File: src/design/hts_pkg.sv
// hts_pkg: shared types and codes for handle_table_store.
// No dependencies.
`default_nettype none
package hts_pkg;
	typedef enum logic [2:0] {
		OP_CREATE = 3'd0,
		OP_UNLINK = 3'd1,
		OP_OPEN   = 3'd2,
		OP_CLOSE  = 3'd3,
		OP_WRITE  = 3'd4,
		OP_READ   = 3'd5
	} op_t;

	typedef enum logic [1:0] {
		ST_OK   = 2'd0,
		ST_FAIL = 2'd1,
		ST_BUSY = 2'd2
	} status_t;

	typedef enum logic [2:0] {
		S_IDLE,
		S_DESC,
		S_OBJ,
		S_COMMIT,
		S_OUT
	} state_t;

	// Query broadcast along a cell chain.
	typedef struct packed {
		logic [63:0] key;
		logic        cmp_num;  // compare stored number
		logic        cmp_tgt;  // compare stored target (descriptor cells)
	} query_t;

	// Hit flags passed from cell to cell, lowest slot first.
	typedef struct packed {
		logic found;   // a lower slot already matched
		logic free;    // a lower slot is already free
	} chain_t;
endpackage
`default_nettype wire

File: src/design/hts_obj_cell.sv
// hts_obj_cell: one object slot (valid, number, value).
// Depends on hts_pkg.
`default_nettype none
module hts_obj_cell (
	input  wire logic              clk,
	input  wire logic              arst_n,
	input  wire hts_pkg::query_t   query,
	input  wire hts_pkg::chain_t   chain_in,
	output hts_pkg::chain_t        chain_out,
	input  wire logic [63:0]       data_in,
	output logic      [63:0]       data_out,
	output logic                   hit,       // this slot is the first match
	output logic                   first_free,
	input  wire logic              do_alloc,  // write new number, clear value
	input  wire logic              do_free,
	input  wire logic              do_write,
	input  wire logic [63:0]       new_number,
	input  wire logic [63:0]       wr_value
);
	logic        valid_q;
	logic [63:0] number_q;
	logic [63:0] value_q;
	logic        match;

	assign match      = valid_q && query.cmp_num && number_q == query.key;
	assign hit        = match && !chain_in.found;
	assign first_free = !valid_q && !chain_in.free;
	assign chain_out.found = chain_in.found || match;
	assign chain_out.free  = chain_in.free || !valid_q;
	// Value ripples down; the matching slot inserts its own.
	assign data_out = hit ? value_q : data_in;

	always_ff @(posedge clk or negedge arst_n) begin
		if (!arst_n) begin
			valid_q  <= 1'b0;
			number_q <= '0;
		end else if (do_alloc) begin
			valid_q  <= 1'b1;
			number_q <= new_number;
		end else if (do_free) begin
			valid_q  <= 1'b0;
			number_q <= '0;
		end
	end

	always_ff @(posedge clk) begin
		if (do_alloc)
			value_q <= '0;
		else if (do_write)
			value_q <= wr_value;
	end
endmodule
`default_nettype wire

File: config.mk
export PLATFORM = sky130hd
export DESIGN_NAME = hts_obj_cell
export DESIGN_NICKNAME = d
export VERILOG_FILES = /design/src/design/hts_pkg.sv /design/src/design/hts_obj_cell.sv
export SDC_FILE = /design/constraint.sdc
export NUM_CORES = 1
export LEC_CHECK = 0
export ABC_CLOCK_PERIOD_IN_PS = 4450
export BUFFER_PORTS_ARGS = -buffer_cell sky130_fd_sc_hd__buf_4
export CELL_PAD_IN_SITES_DETAIL_PLACEMENT = 1
export CELL_PAD_IN_SITES_GLOBAL_PLACEMENT = 2
export CORE_AREA = 3 3 143 180
export DETAILED_ROUTE_END_ITERATION = 12
export DIE_AREA = 0 0 146 183
export PLACE_DENSITY = 0.94
export SETUP_SLACK_MARGIN = 0.02
export SLEW_MARGIN = 20
export SYNTH_ARGS = -nofsm -noshare
export SYNTH_HDL_FRONTEND = slang
export SYNTH_SLANG_ARGS = --single-unit
File: constraint.sdc
create_clock -name clk -period 4.45 [get_ports clk]
set_input_delay 0.2225 -clock clk [delete_from_list [all_inputs] [get_ports clk]]
set_output_delay 0.2225 -clock clk [all_outputs]
set_load 0.05 [all_outputs]
* Word-level counts from Yosys, hierarchy flattened
Cells that the tools add are included.
Word-level totals: register bits after elaboration 129, RAM bits 0, memories kept 0, input port bits 265, memory bits (read-only) 0, logic and storage cells 19, bits in latches 0
Operators by class: muxes and demuxes 5, bitwise logic cells 0, equality and inequality tests 1, shift operators 0, magnitude comparators 0, multipliers 0, div/mod/pow operators 0, add/sub/neg operators 0, reductions and logical operators 10
Operator list (count):
- 64-bit two-way mux | 3
- 64-bit == test | 1
- 1-bit logical AND | 4
- 1-bit zero test | 3
- 1-bit logical OR | 2
- 1-bit two-way mux | 2
- 2-bit nonzero test | 1

* Depth between registers and ports, before layout
depth in word-level cells 4, gate-level depth with buffers 8, depth with buffers taken out 6

* Worst setup path after synthesis
OpenSTA, ideal clock, no wires.
kind flip-flop to output port, start point register number_q[37], end point output port hit, cell stages (with the launch flop) 5, path slack 1.198 ns, arrival time 3.029 ns, buffers on the path 0, required time 4.228 ns, cells stage by stage dfrtp_1 xor2_1 or4_4 or4_4 nor4_1
On the way: cells in the longest elaborated chain, start to end 3
RTL lines:
- from (decl) | RTL line hts_obj_cell.sv:21 | logic [63:0] number_q;
- from (signal assigned) | RTL line hts_obj_cell.sv:39 | number_q <= new_number;
- 64-bit == test | RTL line hts_obj_cell.sv:25 | assign match = valid_q && query.cmp_num && number_q == query.key;
- 1-bit logical AND | RTL line hts_obj_cell.sv:25
- 1-bit logical AND | RTL line hts_obj_cell.sv:26 | assign hit = match && !chain_in.found;
- to (decl) | RTL line hts_obj_cell.sv:12 | output logic hit,
Every way passes these cells.

* Worst setup path in the final report
start point register number_q[52], end point output port data_out[0]
On the way: cells in the longest elaborated chain, start to end 4
RTL lines:
- 64-bit == test | RTL line hts_obj_cell.sv:25
- 1-bit logical AND | RTL line hts_obj_cell.sv:25
- 1-bit logical AND | RTL line hts_obj_cell.sv:26
- 64-bit two-way mux | RTL line hts_obj_cell.sv:31 | assign data_out = hit ? value_q : data_in;
- to (decl) | RTL line hts_obj_cell.sv:11 | output logic [63:0] data_out,
Every way passes these cells.

==> out/qor.csv <==
stage;metric;value;unit
status;status;finished, final reports clean;
critical_path;cpLargestDelayFamily;simple AND/OR/NAND/NOR gates;
sta;hold_viol_final;0;
placement;numPortBuffers;331;
pwr;finalPower;3.35;mW
synthesis;synth_cell_type_count;37;
sta;drv_slew;0;
drt;drcViolationCount;0;
synthesis;netlist.area_leader.share;23.2;%
sta;setup_viol;0;
sta;fin_crit;3920;ps
clock_network;postCtsSetupRepairBufs;0;
pwr;p_per_area;315;nW/µm²
worst_hold_path;min_path_type;primary input to flip-flop;
pwr;power.leakage;5.24;nW
clock_network;post_cts_resized;0;
pwr;irDropWorstVdd;0.000249;V
critical_path;critPathLaunch;number_q[52];
placement;placed_area;9660;µm²
critical_path;worstPathMaxFanout;37;
synthesis;synth-seq-cells;129;
synthesis;postSynthAreaPerCell;10.0;µm²
clock_network;cts_tree;yes;
critical_path;slowest_delay;740;ps
clock_network;clk_latency;410;ps
drt;finalWirelength;25.5;mm
critical_path;reg2reg_from;number_q[51];
critical_path;cpMaxStageDelayCell;a2111oi_0;
clock_network;clk_path_buf_depth;2;
cells_and_area;final_area;10600;µm²
floorplan;start_util;28.9;%
clock_network;cts.reportedPaths.clkPinSlew;60;ps
synthesis;synth_area_leaders;dfrtp_1 (23%), dfxtp_1 (18%), mux2_4 (13%);
sta;grt_setup_unrepaired;false;
critical_path;worstPathArrival;3700;ps
cells_and_area;nNetsFinal;1315;
global_route;grt_pass1_vias;6766;
critical_path;critPathLaunchType;flip-flop;
global_route;antenna_found_initial;4;
clock_network;htreeDepth;4;
sta;slew-limit-headroom;28.7;%
clock_network;cts_root_buf;clkbuf_16;
floorplan;row_count;64;
cells_and_area;area_growth;51.7;%
sta;clock-skew-final;0;ps
clock_network;ctsHoldBuffers;40;
drt;drtIter0Drc;194;
floorplan;io_pins;333;
sta;clock.fmax;255;MHz
worst_hold_path;min-delay-start;new_number[8];
critical_path;r2r_setup_slack;3670;ps
synthesis;seq_area_frac_synth;41.5;%
placement;gp_congestion;0.787;
clock_network;cts_sinks;129;
global_route;grt_pass1_wl;38.5;mm
cells_and_area;drive_gt1_share;40.0;%
cells_and_area;mostFrequentLayoutCell;buf_4;
critical_path;path_cells;nor2b_1, a2111oi_0, nand3_1, nor4_2, nand2b_4, buf_12, mux2_1, buf_4;
cells_and_area;antenna_cells;0;
sta;tns;0;ps
global_route;grt_remaining_overflow;0;
synthesis;syn-cell-area;7000;µm²
critical_path;end_kind;primary output;
synthesis;syn_inst;700;
drt;postRouteAntennaNets;0;
sta;post-route-period-util;88.0;%
critical_path;path_buf_inv;2;
floorplan;design.core.area;24300;µm²
synthesis;synth_nets;965;
critical_path;critPathRequiredTime;4230;ps
job;maxCapViolCount;0;
floorplan;die-width;146;µm
floorplan;die_area;26700;µm²
clock_network;numCtsBuffers;17;
critical_path;path_class;flip-flop to primary output;
sta;worst_pin_slew;1070;ps
drt;wire_per_inst;18.3;µm
floorplan;die-height;183;µm
global_route;grt_max_degree;157;
cells_and_area;layout_common_cells;buf_4 (331), nor2_1 (70), nand2_1 (67);
global_route;grt_use_total;18.6;%
drt;num_vias;6367;
synthesis;synth_top_cell_by_area;dfrtp_1;
drt;first_pass_iters;4;
drt;avgViaCountPerCell;4.57;
placement;dp_hpwl;19.3;mm
synthesis;ys_warn_count;0;
[tightest hold or removal path: cells and delay by family]
family / cells / cell delay [ps]
compound gates: 1 / 60
buf+inv: 1 / 80
simple gates: 1 / 40
[per-stage QoR]
step / utilization (%) / hold slack [ps] / setup WS, ps / std cells
2_1_floorplan: - / -73.1 / 1200 / 700
3_3_place_gp: 39.8 / 414 / 987 / 1321
3_5_place_dp: 39.8 / 408 / 980 / 1321
4_1_cts: 43.8 / 0.328 / 515 / 1392
5_1_grt: 43.8 / 5.99 / 365 / 1392
6_report: 43.8 / 25.0 / 532 / 1392
[routing by layer]
metal  GRT usage, %  vias up  part of all wire, %
met3           7.56       28                  8.5
met1           19.6     3003                   37
li1               -     3081                    -
met4           4.37        8                  1.5
met5              0        -                 0.20
met2           34.5      247                   53
[power by group]
group | internal (mW) | leakage (nW) | switching (mW)
Clock | 0.837 | 0.280 | 0.502
Sequential | 1.24 | 1.35 | 0.0554
Combinational | 0.354 | 3.61 | 0.354
[Yosys cell counts, drive strengths merged]
library cell  count
and4b             1
and4              1
nor3              1
mux2i            64
or4b              1
nor2             70
nor4b             1
nor2b            30
o22ai             3
o31ai             7
dfxtp            64
a21oi             1
mux2             64
or4               2
a21o              2
nand3             2
nand4             7
nand4b            1
nor4             18
a2111oi           7
nand2            67
clkbuf           30
xor2             33
dfrtp            65
inv              15
clkinv            1
nor4bb            2
a222oi            1
o2111ai           1
buf              12
o21ai            57
nand2b           60
xnor2             9
[registers in the layout (all words and copies together) (netlist names)]
register and flops:
value_q 64, number_q 64, valid_q 1
[worst paths after layout]
path | to | depth (start not counted)
min | number_q[8] | 3
max in group asynchronous | number_q[11] | 2
min in group asynchronous | number_q[30] | 2
min reg2reg | value_q[48] | 2
max reg2reg | number_q[51] | 2
max | data_out[0] | 8
[logic make-up after synthesis]
logic type	count (synthesis)	synth area share (%)
buffers and inverters	58	4.74
xor gates and xnor gates	42	5.25
muxes	128	22.7
DFF	129	41.5
AOI/OAI and AO/OA	79	6.52
and+or+nand+nor	264	19.3
[final cells by class]
type / count / area, µm²
fillers: 2792 / 13600
multi-input cells: 513 / 3760
repair buffers: 373 / 2920
flip-flops and latches: 129 / 2910
clock buffers: 26 / 509
well taps: 330 / 413
inverters: 16 / 60.1
clock inverters: 5 / 51.3
Power figures use the tool's default switching activity.
