`config.mk`:
```
export PLATFORM = sky130hd
export DESIGN_NAME = hts_desc_cell
export DESIGN_NICKNAME = d
export VERILOG_FILES = /design/src/design/hts_pkg.sv /design/src/design/hts_desc_cell.sv
export SDC_FILE = /design/constraint.sdc
export NUM_CORES = 1
export LEC_CHECK = 0
export BUFFER_PORTS_ARGS = -buffer_cell sky130_fd_sc_hd__buf_4
export CAP_MARGIN = 20
export CORE_MARGIN = 10
export CORE_UTILIZATION = 50
export DETAILED_ROUTE_END_ITERATION = 8
export GPL_TIMING_DRIVEN = 1
export PLACE_DENSITY = 0.84
export SLEW_MARGIN = 20
export SYNTH_ARGS = -nofsm -noshare
export SYNTH_HDL_FRONTEND = slang
export SYNTH_SLANG_ARGS = --single-unit
```
`constraint.sdc`:
```
create_clock -name clk -period 3.5 [get_ports clk]
set_clock_uncertainty 0.1 [all_clocks]
set_input_delay 0.175 -clock clk [delete_from_list [all_inputs] [get_ports clk]]
set_output_delay 0.175 -clock clk [all_outputs]
set_load 0.01 [all_outputs]
```
`src/design/hts_pkg.sv`:
```
// hts_pkg: shared types and codes for handle_table_store.
// No dependencies.
`default_nettype none
package hts_pkg;
	typedef enum logic [2:0] {
		OP_CREATE = 3'd0,
		OP_UNLINK = 3'd1,
		OP_OPEN   = 3'd2,
		OP_CLOSE  = 3'd3,
		OP_WRITE  = 3'd4,
		OP_READ   = 3'd5
	} op_t;

	typedef enum logic [1:0] {
		ST_OK   = 2'd0,
		ST_FAIL = 2'd1,
		ST_BUSY = 2'd2
	} status_t;

	typedef enum logic [2:0] {
		S_IDLE,
		S_DESC,
		S_OBJ,
		S_COMMIT,
		S_OUT
	} state_t;

	// Query broadcast along a cell chain.
	typedef struct packed {
		logic [63:0] key;
		logic        cmp_num;  // compare stored number
		logic        cmp_tgt;  // compare stored target (descriptor cells)
	} query_t;

	// Hit flags passed from cell to cell, lowest slot first.
	typedef struct packed {
		logic found;   // a lower slot already matched
		logic free;    // a lower slot is already free
	} chain_t;
endpackage
`default_nettype wire

```
`src/design/hts_desc_cell.sv`:
```
// hts_desc_cell: one descriptor slot (valid, number, target).
// Depends on hts_pkg.
`default_nettype none
module hts_desc_cell (
	input  wire logic              clk,
	input  wire logic              arst_n,
	input  wire hts_pkg::query_t   query,
	input  wire hts_pkg::chain_t   chain_in,
	output hts_pkg::chain_t        chain_out,
	input  wire logic [63:0]       tgt_in,
	output logic      [63:0]       tgt_out,
	output logic                   hit,
	output logic                   first_free,
	input  wire logic              do_alloc,
	input  wire logic              do_free,
	input  wire logic [63:0]       new_number,
	input  wire logic [63:0]       new_target
);
	logic        valid_q;
	logic [63:0] number_q;
	logic [63:0] target_q;
	logic        match;

	assign match = valid_q && ((query.cmp_num && number_q == query.key) ||
		(query.cmp_tgt && target_q == query.key));
	assign hit        = match && !chain_in.found;
	assign first_free = !valid_q && !chain_in.free;
	assign chain_out.found = chain_in.found || match;
	assign chain_out.free  = chain_in.free || !valid_q;
	assign tgt_out = hit ? target_q : tgt_in;

	always_ff @(posedge clk or negedge arst_n) begin
		if (!arst_n) begin
			valid_q  <= 1'b0;
			number_q <= '0;
		end else if (do_alloc) begin
			valid_q  <= 1'b1;
			number_q <= new_number;
		end else if (do_free) begin
			valid_q  <= 1'b0;
			number_q <= '0;
		end
	end

	always_ff @(posedge clk) begin
		if (do_alloc)
			target_q <= new_target;
	end
endmodule
`default_nettype wire

```
* Yosys cells after proc, flatten, opt, wreduce, memory -nomap -nowiden *
Cells that the tools add are included.

storage, ports and cells
  word-level logic and storage cells = 22
  input bits = 264
  flip-flop bits (word level) = 129

cells by class
  mux-type cells = 5
  reduce and logical (&&, ||, !) cells = 12
  equality and inequality tests = 2

operator list
  operator            count
  two-way mux 64 bit  3
  == test 64 bit      2
  logical AND 1 bit   5
  zero test 1 bit     3
  logical OR 1 bit    3
  two-way mux 1 bit   2
  nonzero test 2 bit  1

* Logic depth before layout (Yosys ltp) *
Gate-level depths: netlist (run 1).

  depth in word-level cells = 6
  gate-level depth with buffers = 8
  depth with buffers taken out = 6

* Worst setup path before layout (run 1) *
OpenSTA, ideal clock, no wires.

  kind = register -> output
  start point = register number_q[2]
  end point = output port tgt_out[10]
  path buffers = 2
  stages on the path, launching flop included = 9
  data required time = 3.225 ns
  setup slack = 1.171 ns
  arrival time = 2.054 ns
  cell sequence = dfrtp_1 > nor2b_1 > a2111o_1 > nor4_2 > nand4_1 > o32a_1 > buf_6 > buf_6 > mux2_4

on the way
  longest elaborated chain between the ends = 6

RTL lines
  element                 line                 text
  from (decl)             hts_desc_cell.sv:20  logic [63:0] number_q;
  from (signal assigned)  hts_desc_cell.sv:38  number_q <= new_number;
  == test 64 bit          hts_desc_cell.sv:24  assign match = valid_q && ((query.cmp_num && number_q == query.key) ||
  logical AND 1 bit       hts_desc_cell.sv:24
  logical OR 1 bit        hts_desc_cell.sv:24
  logical AND 1 bit       hts_desc_cell.sv:24
  logical AND 1 bit       hts_desc_cell.sv:26  assign hit = match && !chain_in.found;
  two-way mux 64 bit      hts_desc_cell.sv:30  assign tgt_out = hit ? target_q : tgt_in;
  to (decl)               hts_desc_cell.sv:11  output logic [63:0] tgt_out,

Every way passes these cells.

* Worst setup path after layout (run 1) *
  start point = register target_q[20]
  end point = output port tgt_out[0]

on the way
  longest elaborated chain between the ends = 6

RTL lines
  element                 line                 text
  from (decl)             hts_desc_cell.sv:21  logic [63:0] target_q;
  from (signal assigned)  hts_desc_cell.sv:47  target_q <= new_target;
  == test 64 bit          hts_desc_cell.sv:25  (query.cmp_tgt && target_q == query.key));
  logical AND 1 bit       hts_desc_cell.sv:25
  logical OR 1 bit        hts_desc_cell.sv:24
  logical AND 1 bit       hts_desc_cell.sv:24
  logical AND 1 bit       hts_desc_cell.sv:26
  two-way mux 64 bit      hts_desc_cell.sv:30

Every way passes these cells.

==> results of run 1 <==
what timing repair did:
| item | 4_1_cts | 5_1_grt |
|---|---|---|
| gates resized for setup | 0 | 2 |
| setup endpoints to repair | 0 | 1 |
| hold endpoints to repair | 193 | 0 |
| hold buffers | 129 | 0 |
power by group through the flow:
| stage | sequential, W | combinational (W) | clock (W) |
|---|---|---|---|
| global placement | 0.00184 | 0.000826 | 0 |
| floorplan | 0.00181 | 0.000379 | 0 |
| finish | 0.00183 | 0.00101 | 0.00191 |
| CTS | 0.00182 | 0.000973 | 0.00189 |
| detailed placement | 0.00185 | 0.000841 | 0 |
| global route | 0.00184 | 0.00107 | 0.00197 |
layer usage:
metal | GRT usage | up-vias | wire [µm]
li1 | - | 3312 | -
met1 | 0.329 | 3702 | 11400
met2 | 0.575 | 549 | 17200
met3 | 0.111 | 141 | 3450
met4 | 0.186 | 0 | 1930
met5 | 0 | - | 0
through the flow:
step	cells	hold slack, ns	setup slack, ns
CTS	1329	0.210	0.163
global placement	1169	0.253	0.686
floorplan	677	-0.221	1.17
global route	1331	0.262	0.00584
detailed placement	1169	0.251	0.632
finish	1331	0.251	0.0459
state kept, by name (all words and copies together) (netlist names):
signal / count
number_q: 64
valid_q: 1
target_q: 64
final cells by class:
type                            instances  area [µm²]  share of cell area
Antenna cell                            2        5.00            0.000415
Clock buffer                           21         462              0.0383
Clock inverter                         10         158              0.0131
Inverter                               15        56.3             0.00467
Multi-Input combinational cell        505        3760               0.312
Sequential cell                       129        3550               0.294
Tap cell                              184         230              0.0191
Timing Repair Buffer                  465        3830               0.318
critical path, delay by kind of cell, from the launching register on:
family	cells	cell delay [ns]
AND/OR/NAND/NOR	3	0.85
flip-flops	1	0.44
AO/OA/AOI/OAI	1	0.42
buffers and inverters	2	0.41
multiplexers	1	0.39
XOR/XNOR	1	0.21
placed cells by master, fill, tap and decap left out, types with 3 or more instances in the layout:
master,synthesis,layout
clkinvlp_4,0,3
nor2_1,4,4
a2111o_1,3,3
clkbuf_16,0,18
nand4_1,46,46
mux2_4,60,60
o21ai_0,60,60
bufinv_16,0,4
xor2_1,16,16
buf_4,0,334
xnor2_1,92,90
nand2_1,78,78
inv_1,15,15
clkinv_2,0,3
nor2b_1,9,9
dlygate4sd3_1,0,129
o31ai_1,7,7
edfxtp_1,64,64
nor3_1,5,5
nor4_1,18,18
dfrtp_1,65,65
clkbuf_1,21,3
nand3_1,4,4
mux2_1,4,4
nand2b_1,81,81
cell families after synthesis:
kind of cell              after synthesis
AOI/OAI and AO/OA                      82
buffers and inverters                  43
DFF                                   129
muxes                                  64
xor gates and xnor gates              108
and+or+nand+nor                       251
worst max path at each step:
stage                                  from     endpoint  slack (ns)  cells past startpoint
floorplan           number_q[2]$_DFFE_PN0P_  tgt_out[10]        1.17                      8
global placement     target_q[42]$_DFFE_PP_  tgt_out[63]        0.69                      8
detailed placement   target_q[46]$_DFFE_PP_   tgt_out[1]        0.63                      8
CTS                  target_q[46]$_DFFE_PP_   tgt_out[1]        0.16                      8
global route         target_q[20]$_DFFE_PP_   tgt_out[0]       0.006                      8
finish               target_q[20]$_DFFE_PP_   tgt_out[0]        0.05                      8
==> run metrics, run 1 <==
Initial Util 0.513; TritonCTS Buffers 17; static leakage 5.36 nW; CP required 3.22 ns; DR DRC count 0; critical-path cell list xnor2_1 > nand2_1 > nor4_1 > nand4_1 > o32a_2 > buf_12 > mux2_1 > buf_4; Post-CTS Setup Bufs 0; clock period minus worst slack 3.45 ns; Slew HR 0.374; Cells after Synth 677; Worst Max-Slew Pin Slew 0.939 ns; DIE AREA 0.0203 mm²; syn_nets 941; Synth Area in Compound Gates 0.0648; number of synthesized flops with an enable pin 64; final period utilization 0.987; share of cells above drive strength 1 0.374; largest net degree at the start of global routing 125; Overall Power 0.00475 W; Worst setup SP type register; WL final 34000 µm; First-pass DRT Iterations 5; asr flop ratio synth 0.504; Die Wd 143 µm; Unique masters post-synth 34; Net Sw Power 0.00125 W; CP max FO 64; crit path kind register to output pin; Core Rows 44; Core Region 0.0146 mm²; RSZ-0062 raised after global routing no; Synth Register Bits 129; Reg2Reg Setup Slack 2.45 ns; Via Count 7704; global-route wire length before repair 49600 µm; register share of total power 0.386; switching portion of total power 0.263; # clock sinks 129; post-route cell area 0.0121 mm²; htree depth 4; slowest cell on the critical path nor4_1; fillers 808; root buffer cell clkbuf_16; Synth Area in Adders 0; power density over cell area 394 mW/mm²; clk slew on worst S/H paths 0.06 ns; vias per cell 5.79; sequential cell area fraction in the yosys report 0.473; Post-Route Utilization 0.823; placed instance area 0.0101 mm²; Setup violations, final 0; initial antenna violation count 2; post-synthesis xor/xnor area fraction 0.126; top cells by count, synth xnor2_1, nand2b_1, nand2_1; Syn Std Cell Area 0.00751 mm²; result of the run finished, final reports clean; Iter 0 DRT Violations 588; maximum VDD drop 0.000338 V; r2r worst-path depth 2; vias in the first global route 8408; mux share of post-synthesis cell area 0.126; Clk network pwr share 0.401; hold path start do_free; total of max-cap violations 0; Peak Freq 290 MHz; slowest stage delay, CP 0.51 ns; Synth area leader edfxtp_1; Reg-to-Reg Start number_q[17]$_DFFE_PN0P_; port bufs 331; Worst EP arrival 3.18 ns; GRT Total Usage 0.325; dpl hpwl 22900 µm; post-synth top area share 0.256; warnings from Yosys 0; most common cell in the synthesized netlist xnor2_1; Synth Area in Simple Gates 0.182; Final GP Congestion 0.905; Clk Latency, worst-skew pair 0.42 ns; area grow syn2layout 60.5%; DRT antenna net count 0; syn_area_per_cell 11.1 µm²; Worst R2R End number_q[17]$_DFFE_PN0P_; CTS tree built; Int Power 0.00350 W; gr ovfl total 0; fin nets 1397; main area contributors after synthesis edfxtp_1, dfrtp_1, mux2_4; worst hold stages 2; final hold violations 0; Crit. End Element output pin; num ports 332; largest family of logic cells by synthesized area simple AND/OR/NAND/NOR gates; Hold Crit Endpoint valid_q$_DFFE_PN0P_; die height 143 µm; Combinational Power Share 0.213; Most used DFF post-synth dfrtp_1; fin. max-slew vios 0; Routed WL per cell 25.5 µm; hold crit path type primary input to register; clock buffer depth 2; Final TNS setup 0 ns
No activity file was read; power rests on OpenSTA's default activity.
==> run 2: changes to the inputs <==
--- a/config.mk
+++ b/config.mk
@@ -12,6 +12,7 @@
 export DETAILED_ROUTE_END_ITERATION = 8
 export GPL_TIMING_DRIVEN = 1
 export PLACE_DENSITY = 0.84
+export REMOVE_ABC_BUFFERS = 1
 export SLEW_MARGIN = 20
 export SYNTH_ARGS = -nofsm -noshare
 export SYNTH_HDL_FRONTEND = slang
==> run 2 against run 1 <==
Sequential power about the same; final cell count hardly changed; combinational power is essentially flat; clock power down 7%; critical path depth is the same; worst hold slack worse by 0.061 ns; design area is the same; via count fell by 4.3%; fmax increased by 1.0%.
==> run metrics, run 2 (synthesized netlist as in run 1, its figures left out) <==
total of max-cap violations 0 (unchanged); Worst R2R End number_q[35]$_DFFE_PN0P_ (was number_q[17]$_DFFE_PN0P_); Combinational Power Share 0.217 (was 0.213); First-pass DRT Iterations 5 (unchanged); Inst Count DP 1167 (was 1169); Worst Max-Slew Pin Slew 0.889 ns (was 0.939 ns); Die Wd 143 µm (unchanged); Layout Cells excl Fill 1332 (was 1331); commonest cells after routing, fill and taps aside buf_4, dlygate4sd3_1, xnor2_1, nand2b_1, nand2_1 (unchanged); Worst EP arrival 3.14 ns (was 3.18 ns); register share of total power 0.396 (was 0.386); CP required 3.22 ns (about the same); Final GP Congestion 0.928 (was 0.905); Setup violations, final 0 (unchanged); power density over cell area 382 mW/mm² (was 394 mW/mm²); WL final 31700 µm (was 34000 µm); area grow syn2layout 60.5% (unchanged); num ports 332 (unchanged); most common cell after layout, fill and taps aside buf_4 (unchanged); dpl hpwl 21500 µm (was 22900 µm); Reg2Reg Setup Slack 2.54 ns (was 2.45 ns); vias in the first global route 8266 (was 8408); GRT Total Usage 0.306 (was 0.325); Clk network pwr share 0.387 (was 0.401); fin nets 1395 (was 1397); maximum VDD drop 0.000374 V (was 0.000338 V); Via Count 7372 (was 7704); static leakage 5.35 nW (was 5.36 nW); port bufs 331 (unchanged); hold path start do_alloc (was do_free); CP max FO 64 (unchanged); largest registers number_q (64), target_q (64), valid_q (1) (unchanged); Slew HR 0.407 (was 0.374); gr ovfl total 0 (unchanged); CTS tree built (unchanged); final hold violations 0 (unchanged); DIE AREA 0.0203 mm² (unchanged); Clk Latency, worst-skew pair 0.43 ns (was 0.42 ns); crit path kind register to output pin (unchanged); clk slew on worst S/H paths 0.06 ns (about the same); Peak Freq 293 MHz (was 290 MHz); RSZ-0062 raised after global routing no (unchanged); Hold Crit Endpoint number_q[15]$_DFFE_PN0P_ (was valid_q$_DFFE_PN0P_); Iter 0 DRT Violations 549 (was 588); htree depth 4 (unchanged); Post-CTS Setup Bufs 0 (unchanged); largest net degree at the start of global routing 115 (was 125); TritonCTS Buffers 17 (unchanged); Reg-to-Reg Start number_q[35]$_DFFE_PN0P_ (was number_q[17]$_DFFE_PN0P_); Core Region 0.0146 mm² (unchanged); # clock sinks 129 (unchanged); fillers 776 (was 808); Core Rows 44 (unchanged); worst hold stages 3 (was 2); hold crit path type primary input to register (unchanged); DR DRC count 0 (unchanged); Worst setup SP type register (unchanged); Setup WS post-layout 0.0814 ns (was 0.0459 ns); Net Sw Power 0.00126 W (was 0.00125 W); vias per cell 5.53 (was 5.79); initial antenna violation count 2 (unchanged); r2r worst-path depth 2 (unchanged); Routed WL per cell 23.8 µm (was 25.5 µm); root buffer cell clkbuf_16 (unchanged); Place WS 0.446 ns (was 0.632 ns); register area 0.00355 mm² (unchanged); area of the multi-input gates 0.00380 mm² (was 0.00376 mm²); DRT antenna net count 0 (unchanged); die height 143 µm (unchanged); fin. max-slew vios 0 (unchanged); final period utilization 0.977 (was 0.987); global-route wire length before repair 47100 µm (was 49600 µm); clock buffer depth 2 (unchanged); hold slack 0.189 ns (was 0.251 ns); Initial Util 0.513 (unchanged); switching portion of total power 0.275 (was 0.263); share of cells above drive strength 1 0.378 (was 0.374); result of the run finished, final reports clean (unchanged); Crit. End Element output pin (unchanged); Int Power 0.00334 W (was 0.00350 W); clock period minus worst slack 3.42 ns (was 3.45 ns)
[run 2: changes by cell type in the layout (fill, tap and decap cells not counted), sizes merged, moves of 2 or more]
cell      previous run  this run
diode                2         4
clkbuf              21        19
clkinv               3         5
clkinvlp             3         5
bufinv               4         2
buf                336       334
[run 2: worst max path at each step]
stage	start	cells after the start	slack, ns	endpoint
after global routing	target_q[29]$_DFFE_PP_	8	0.02	tgt_out[0]
after detailed placement	target_q[25]$_DFFE_PP_	8	0.45	tgt_out[0]
final	target_q[29]$_DFFE_PP_	8	0.08	tgt_out[0]
after CTS	target_q[25]$_DFFE_PP_	8	0.07	tgt_out[1]
after global placement	target_q[25]$_DFFE_PP_	8	0.49	tgt_out[0]
after floorplan	target_q[11]$_DFFE_PP_	6	-0.58	tgt_out[10]
[run 2: what timing repair did]
action	CTS	global route
gates resized for setup	1	6
gates cloned	0	0
hold buffers	129	0
setup endpoints to repair	3	30
hold endpoints to repair	193	0
[run 2: power by group through the flow]
stage | combinational, W | clock (W) | sequential, W
after floorplan | 0.000357 | 0 | 0.00181
after global placement | 0.000820 | 0 | 0.00184
after detailed placement | 0.000834 | 0 | 0.00184
after CTS | 0.000965 | 0.00178 | 0.00181
after global routing | 0.00106 | 0.00185 | 0.00183
final | 0.000999 | 0.00178 | 0.00182
[run 2: critical path, cell delays in order, from the launching register on]
cell and delay (ns):
edfxtp_1 0.41, xnor2_1 0.27, nand4_1 0.20, nor4_4 0.36, nand4_1 0.19, o32a_2 0.42, buf_12 0.26, mux2_1 0.40
buf_4 0.16
[run 2: area by class of cell]
type | count | area share
Timing Repair Buffer | 463 | 0.318
Multi-Input combinational cell | 505 | 0.315
Sequential cell | 129 | 0.294
Clock buffer | 19 | 0.0367
Tap cell | 184 | 0.0191
Clock inverter | 13 | 0.0114
Inverter | 15 | 0.00467
Antenna cell | 4 | 0.000830
[run 2: stage by stage]
stage / total power (W) / area (µm²) / setup TNS [ns] / utilization
after global placement: 0.00266 / 10100 / 0 / 0.691
after CTS: 0.00456 / 12000 / 0 / 0.819
after floorplan: 0.00217 / 7350 / -36.72 / -
final: 0.00460 / 12100 / 0 / 0.823
after detailed placement: 0.00268 / 10100 / 0 / 0.691
after global routing: 0.00475 / 12000 / 0 / 0.823
[run 2: per-layer routing]
layer / track usage / wire length (µm) / up-vias
met4: 0.139 / 1110 / 0
met1: 0.324 / 11300 / 3614
met3: 0.0965 / 2830 / 71
li1: - / - / 3304
met2: 0.546 / 16500 / 383
met5: 0 / 0 / -
==> run 3: changes to the inputs <==
--- a/config.mk
+++ b/config.mk
@@ -11,7 +11,7 @@
 export CORE_UTILIZATION = 50
 export DETAILED_ROUTE_END_ITERATION = 8
 export GPL_TIMING_DRIVEN = 1
-export PLACE_DENSITY = 0.84
+export PLACE_DENSITY_LB_ADDON = 0.08
 export REMOVE_ABC_BUFFERS = 1
 export SLEW_MARGIN = 20
 export SYNTH_ARGS = -nofsm -noshare
==> run 3 against run 2 <==
Sequential power about the same; first-iteration DRC count decreased by 16%; utilization decreased by 0.22 points; worst setup slack improved by 0.049 ns; total power decreased by 2.4%; fmax increased by 1.5%; register-to-register slack about the same; sequential share of layout area increased by 0.080 points; combinational power decreased by 2%; global-route usage decreased by 2.4 points; largest power group unchanged.
==> run metrics, run 3 (synthesized netlist as in run 1, its figures left out) <==
CP required 3.22 ns (about the same); Core Rows 44 (unchanged); RSZ-0062 raised after global routing no (unchanged); Iter 0 DRT Violations 462 (was 549); CP max FO 29 (was 64); Final GP Congestion 0.863 (was 0.928); static leakage 5.34 nW (was 5.35 nW); most common cell after layout, fill and taps aside buf_4 (unchanged); vias per cell 5.45 (was 5.53); Net Sw Power 0.00117 W (was 0.00126 W); Worst Max-Slew Pin Slew 0.896 ns (was 0.889 ns); Reg-to-Reg Start number_q[23]$_DFFE_PN0P_ (was number_q[35]$_DFFE_PN0P_); Core Region 0.0146 mm² (unchanged); maximum VDD drop 0.000324 V (was 0.000374 V); dpl hpwl 21200 µm (was 21500 µm); fin nets 1397 (was 1395); Initial Util 0.513 (unchanged); htree depth 4 (unchanged); CTS tree built (unchanged); Inst Count DP 1169 (was 1167); TritonCTS Buffers 17 (unchanged); WL final 29800 µm (was 31700 µm); die height 143 µm (unchanged); commonest cells after routing, fill and taps aside buf_4, dlygate4sd3_1, xnor2_1, nand2b_1, nand2_1 (unchanged); Slew HR 0.403 (was 0.407); hold crit path type primary input to register (unchanged); Layout Cells excl Fill 1333 (was 1332); First-pass DRT Iterations 7 (was 5); DRT antenna net count 0 (unchanged); clock period minus worst slack 3.37 ns (was 3.42 ns); result of the run finished, final reports clean (unchanged); Worst setup SP type register (unchanged); DR DRC count 0 (unchanged); clk slew on worst S/H paths 0.05 ns (was 0.06 ns); total of max-cap violations 0 (unchanged); area of the multi-input gates 0.00378 mm² (was 0.00380 mm²); fillers 878 (was 776); DIE AREA 0.0203 mm² (unchanged); register share of total power 0.405 (was 0.396); CP startpoint target_q[5]$_DFFE_PP_ (was target_q[29]$_DFFE_PP_); register area 0.00355 mm² (unchanged); gr ovfl total 0 (unchanged); final hold violations 0 (unchanged); largest net degree at the start of global routing 95 (was 115); crit path kind register to output pin (unchanged); Routed WL per cell 22.4 µm (was 23.8 µm); largest registers number_q (64), target_q (64), valid_q (1) (unchanged); port bufs 331 (unchanged); Setup violations, final 0 (unchanged); Int Power 0.00332 W (was 0.00334 W); final period utilization 0.963 (was 0.977); share of cells above drive strength 1 0.371 (was 0.378); Via Count 7269 (was 7372); num ports 332 (unchanged); vias in the first global route 7894 (was 8266); initial antenna violation count 3 (was 2); power density over cell area 374 mW/mm² (was 382 mW/mm²); hold slack 0.160 ns (was 0.189 ns); Overall Power 0.00449 W (was 0.00460 W); switching portion of total power 0.261 (was 0.275); Peak Freq 297 MHz (was 293 MHz); clock buffer depth 2 (unchanged); hold path start do_alloc (unchanged); Clk network pwr share 0.377 (was 0.387); # clock sinks 129 (unchanged); Worst EP arrival 3.09 ns (was 3.14 ns); Crit. End Element output pin (unchanged); global-route wire length before repair 44200 µm (was 47100 µm); Clk Latency, worst-skew pair 0.41 ns (was 0.43 ns); GRT Total Usage 0.283 (was 0.306); root buffer cell clkbuf_16 (unchanged); Combinational Power Share 0.218 (was 0.217); area grow syn2layout 60.1% (was 60.5%); fin. max-slew vios 0 (unchanged); Final TNS setup 0 ns (unchanged); Die Wd 143 µm (unchanged)
[run 3: cell types whose count changed in the layout (fill, tap and decap cells not counted), sizes merged]
| cell | before | now |
|---|---|---|
| clkinv | 5 | 4 |
| inv | 16 | 15 |
| clkinvlp | 5 | 1 |
| clkbuf | 19 | 26 |
| buf | 334 | 336 |
| diode | 4 | 3 |
| bufinv | 2 | 1 |
[run 3: what timing repair did]
action | 4_1_cts | 5_1_grt
pin swaps | 0 | 1
gates resized for setup | 1 | 3
setup endpoints to repair | 17 | 50
hold buffers | 129 | 0
buffers inserted | 0 | 0
endpoints found under the hold margin | 193 | 0
[run 3: cell type report]
cell class                      count  area share
Timing Repair Buffer              465       0.320
Clock buffer                       26      0.0416
Multi-Input combinational cell    505       0.314
Tap cell                          184      0.0192
Sequential cell                   129       0.295
Antenna cell                        3    0.000625
Inverter                           15     0.00468
Clock inverter                      6     0.00458
[run 3: worst paths after layout]
check | endpoint | slack [ns] | depth (start not counted)
max in group asynchronous | number_q[28]$_DFFE_PN0P_ | 2.37 | 2
worst min register to register | number_q[2]$_DFFE_PN0P_ | 0.45 | 2
worst max-delay path | tgt_out[9] | 0.13 | 8
worst min-delay path | target_q[36]$_DFFE_PP_ | 0.16 | 1
worst max register to register | number_q[23]$_DFFE_PN0P_ | 2.53 | 2
min in group asynchronous | number_q[13]$_DFFE_PN0P_ | 0.33 | 2
[run 3: routing by layer]
metal  share of wire  vias to the layer above  track usage  wire length, µm
li1                -                     3320            -                -
met1            0.36                     3511        0.310            10800
met2            0.52                      392        0.503            15500
met3           0.095                       46       0.0961             2830
met4           0.024                        0       0.0890              708
met5               0                        -            0                0
[run 3: worst max-delay path: stages (launching register included)]
cell      delay, ns
edfxtp_1       0.45
xnor2_1        0.28
nand4_1        0.15
nor4_2         0.37
nand4_1        0.17
o32a_4         0.49
buf_12         0.25
mux2_4         0.33
buf_4          0.15
[run 3: power by group through the flow]
| stage | sequential [W] | combinational, W | clock [W] |
|---|---|---|---|
| after floorplan | 0.00181 | 0.000357 | 0 |
| after global placement | 0.00184 | 0.000817 | 0 |
| after detailed placement | 0.00184 | 0.000830 | 0 |
| final | 0.00182 | 0.000980 | 0.00170 |
| after global routing | 0.00183 | 0.00105 | 0.00176 |
| after CTS | 0.00181 | 0.000958 | 0.00169 |
[run 3: per-stage QoR]
stage,area (µm²),worst slack (ns),utilization
3_3_place_gp,10100,0.425,0.692
4_1_cts,12000,0.0766,0.819
6_report,12000,0.131,0.821
2_1_floorplan,7350,-0.576,-
3_5_place_dp,10100,0.433,0.692
5_1_grt,12000,0.0586,0.821
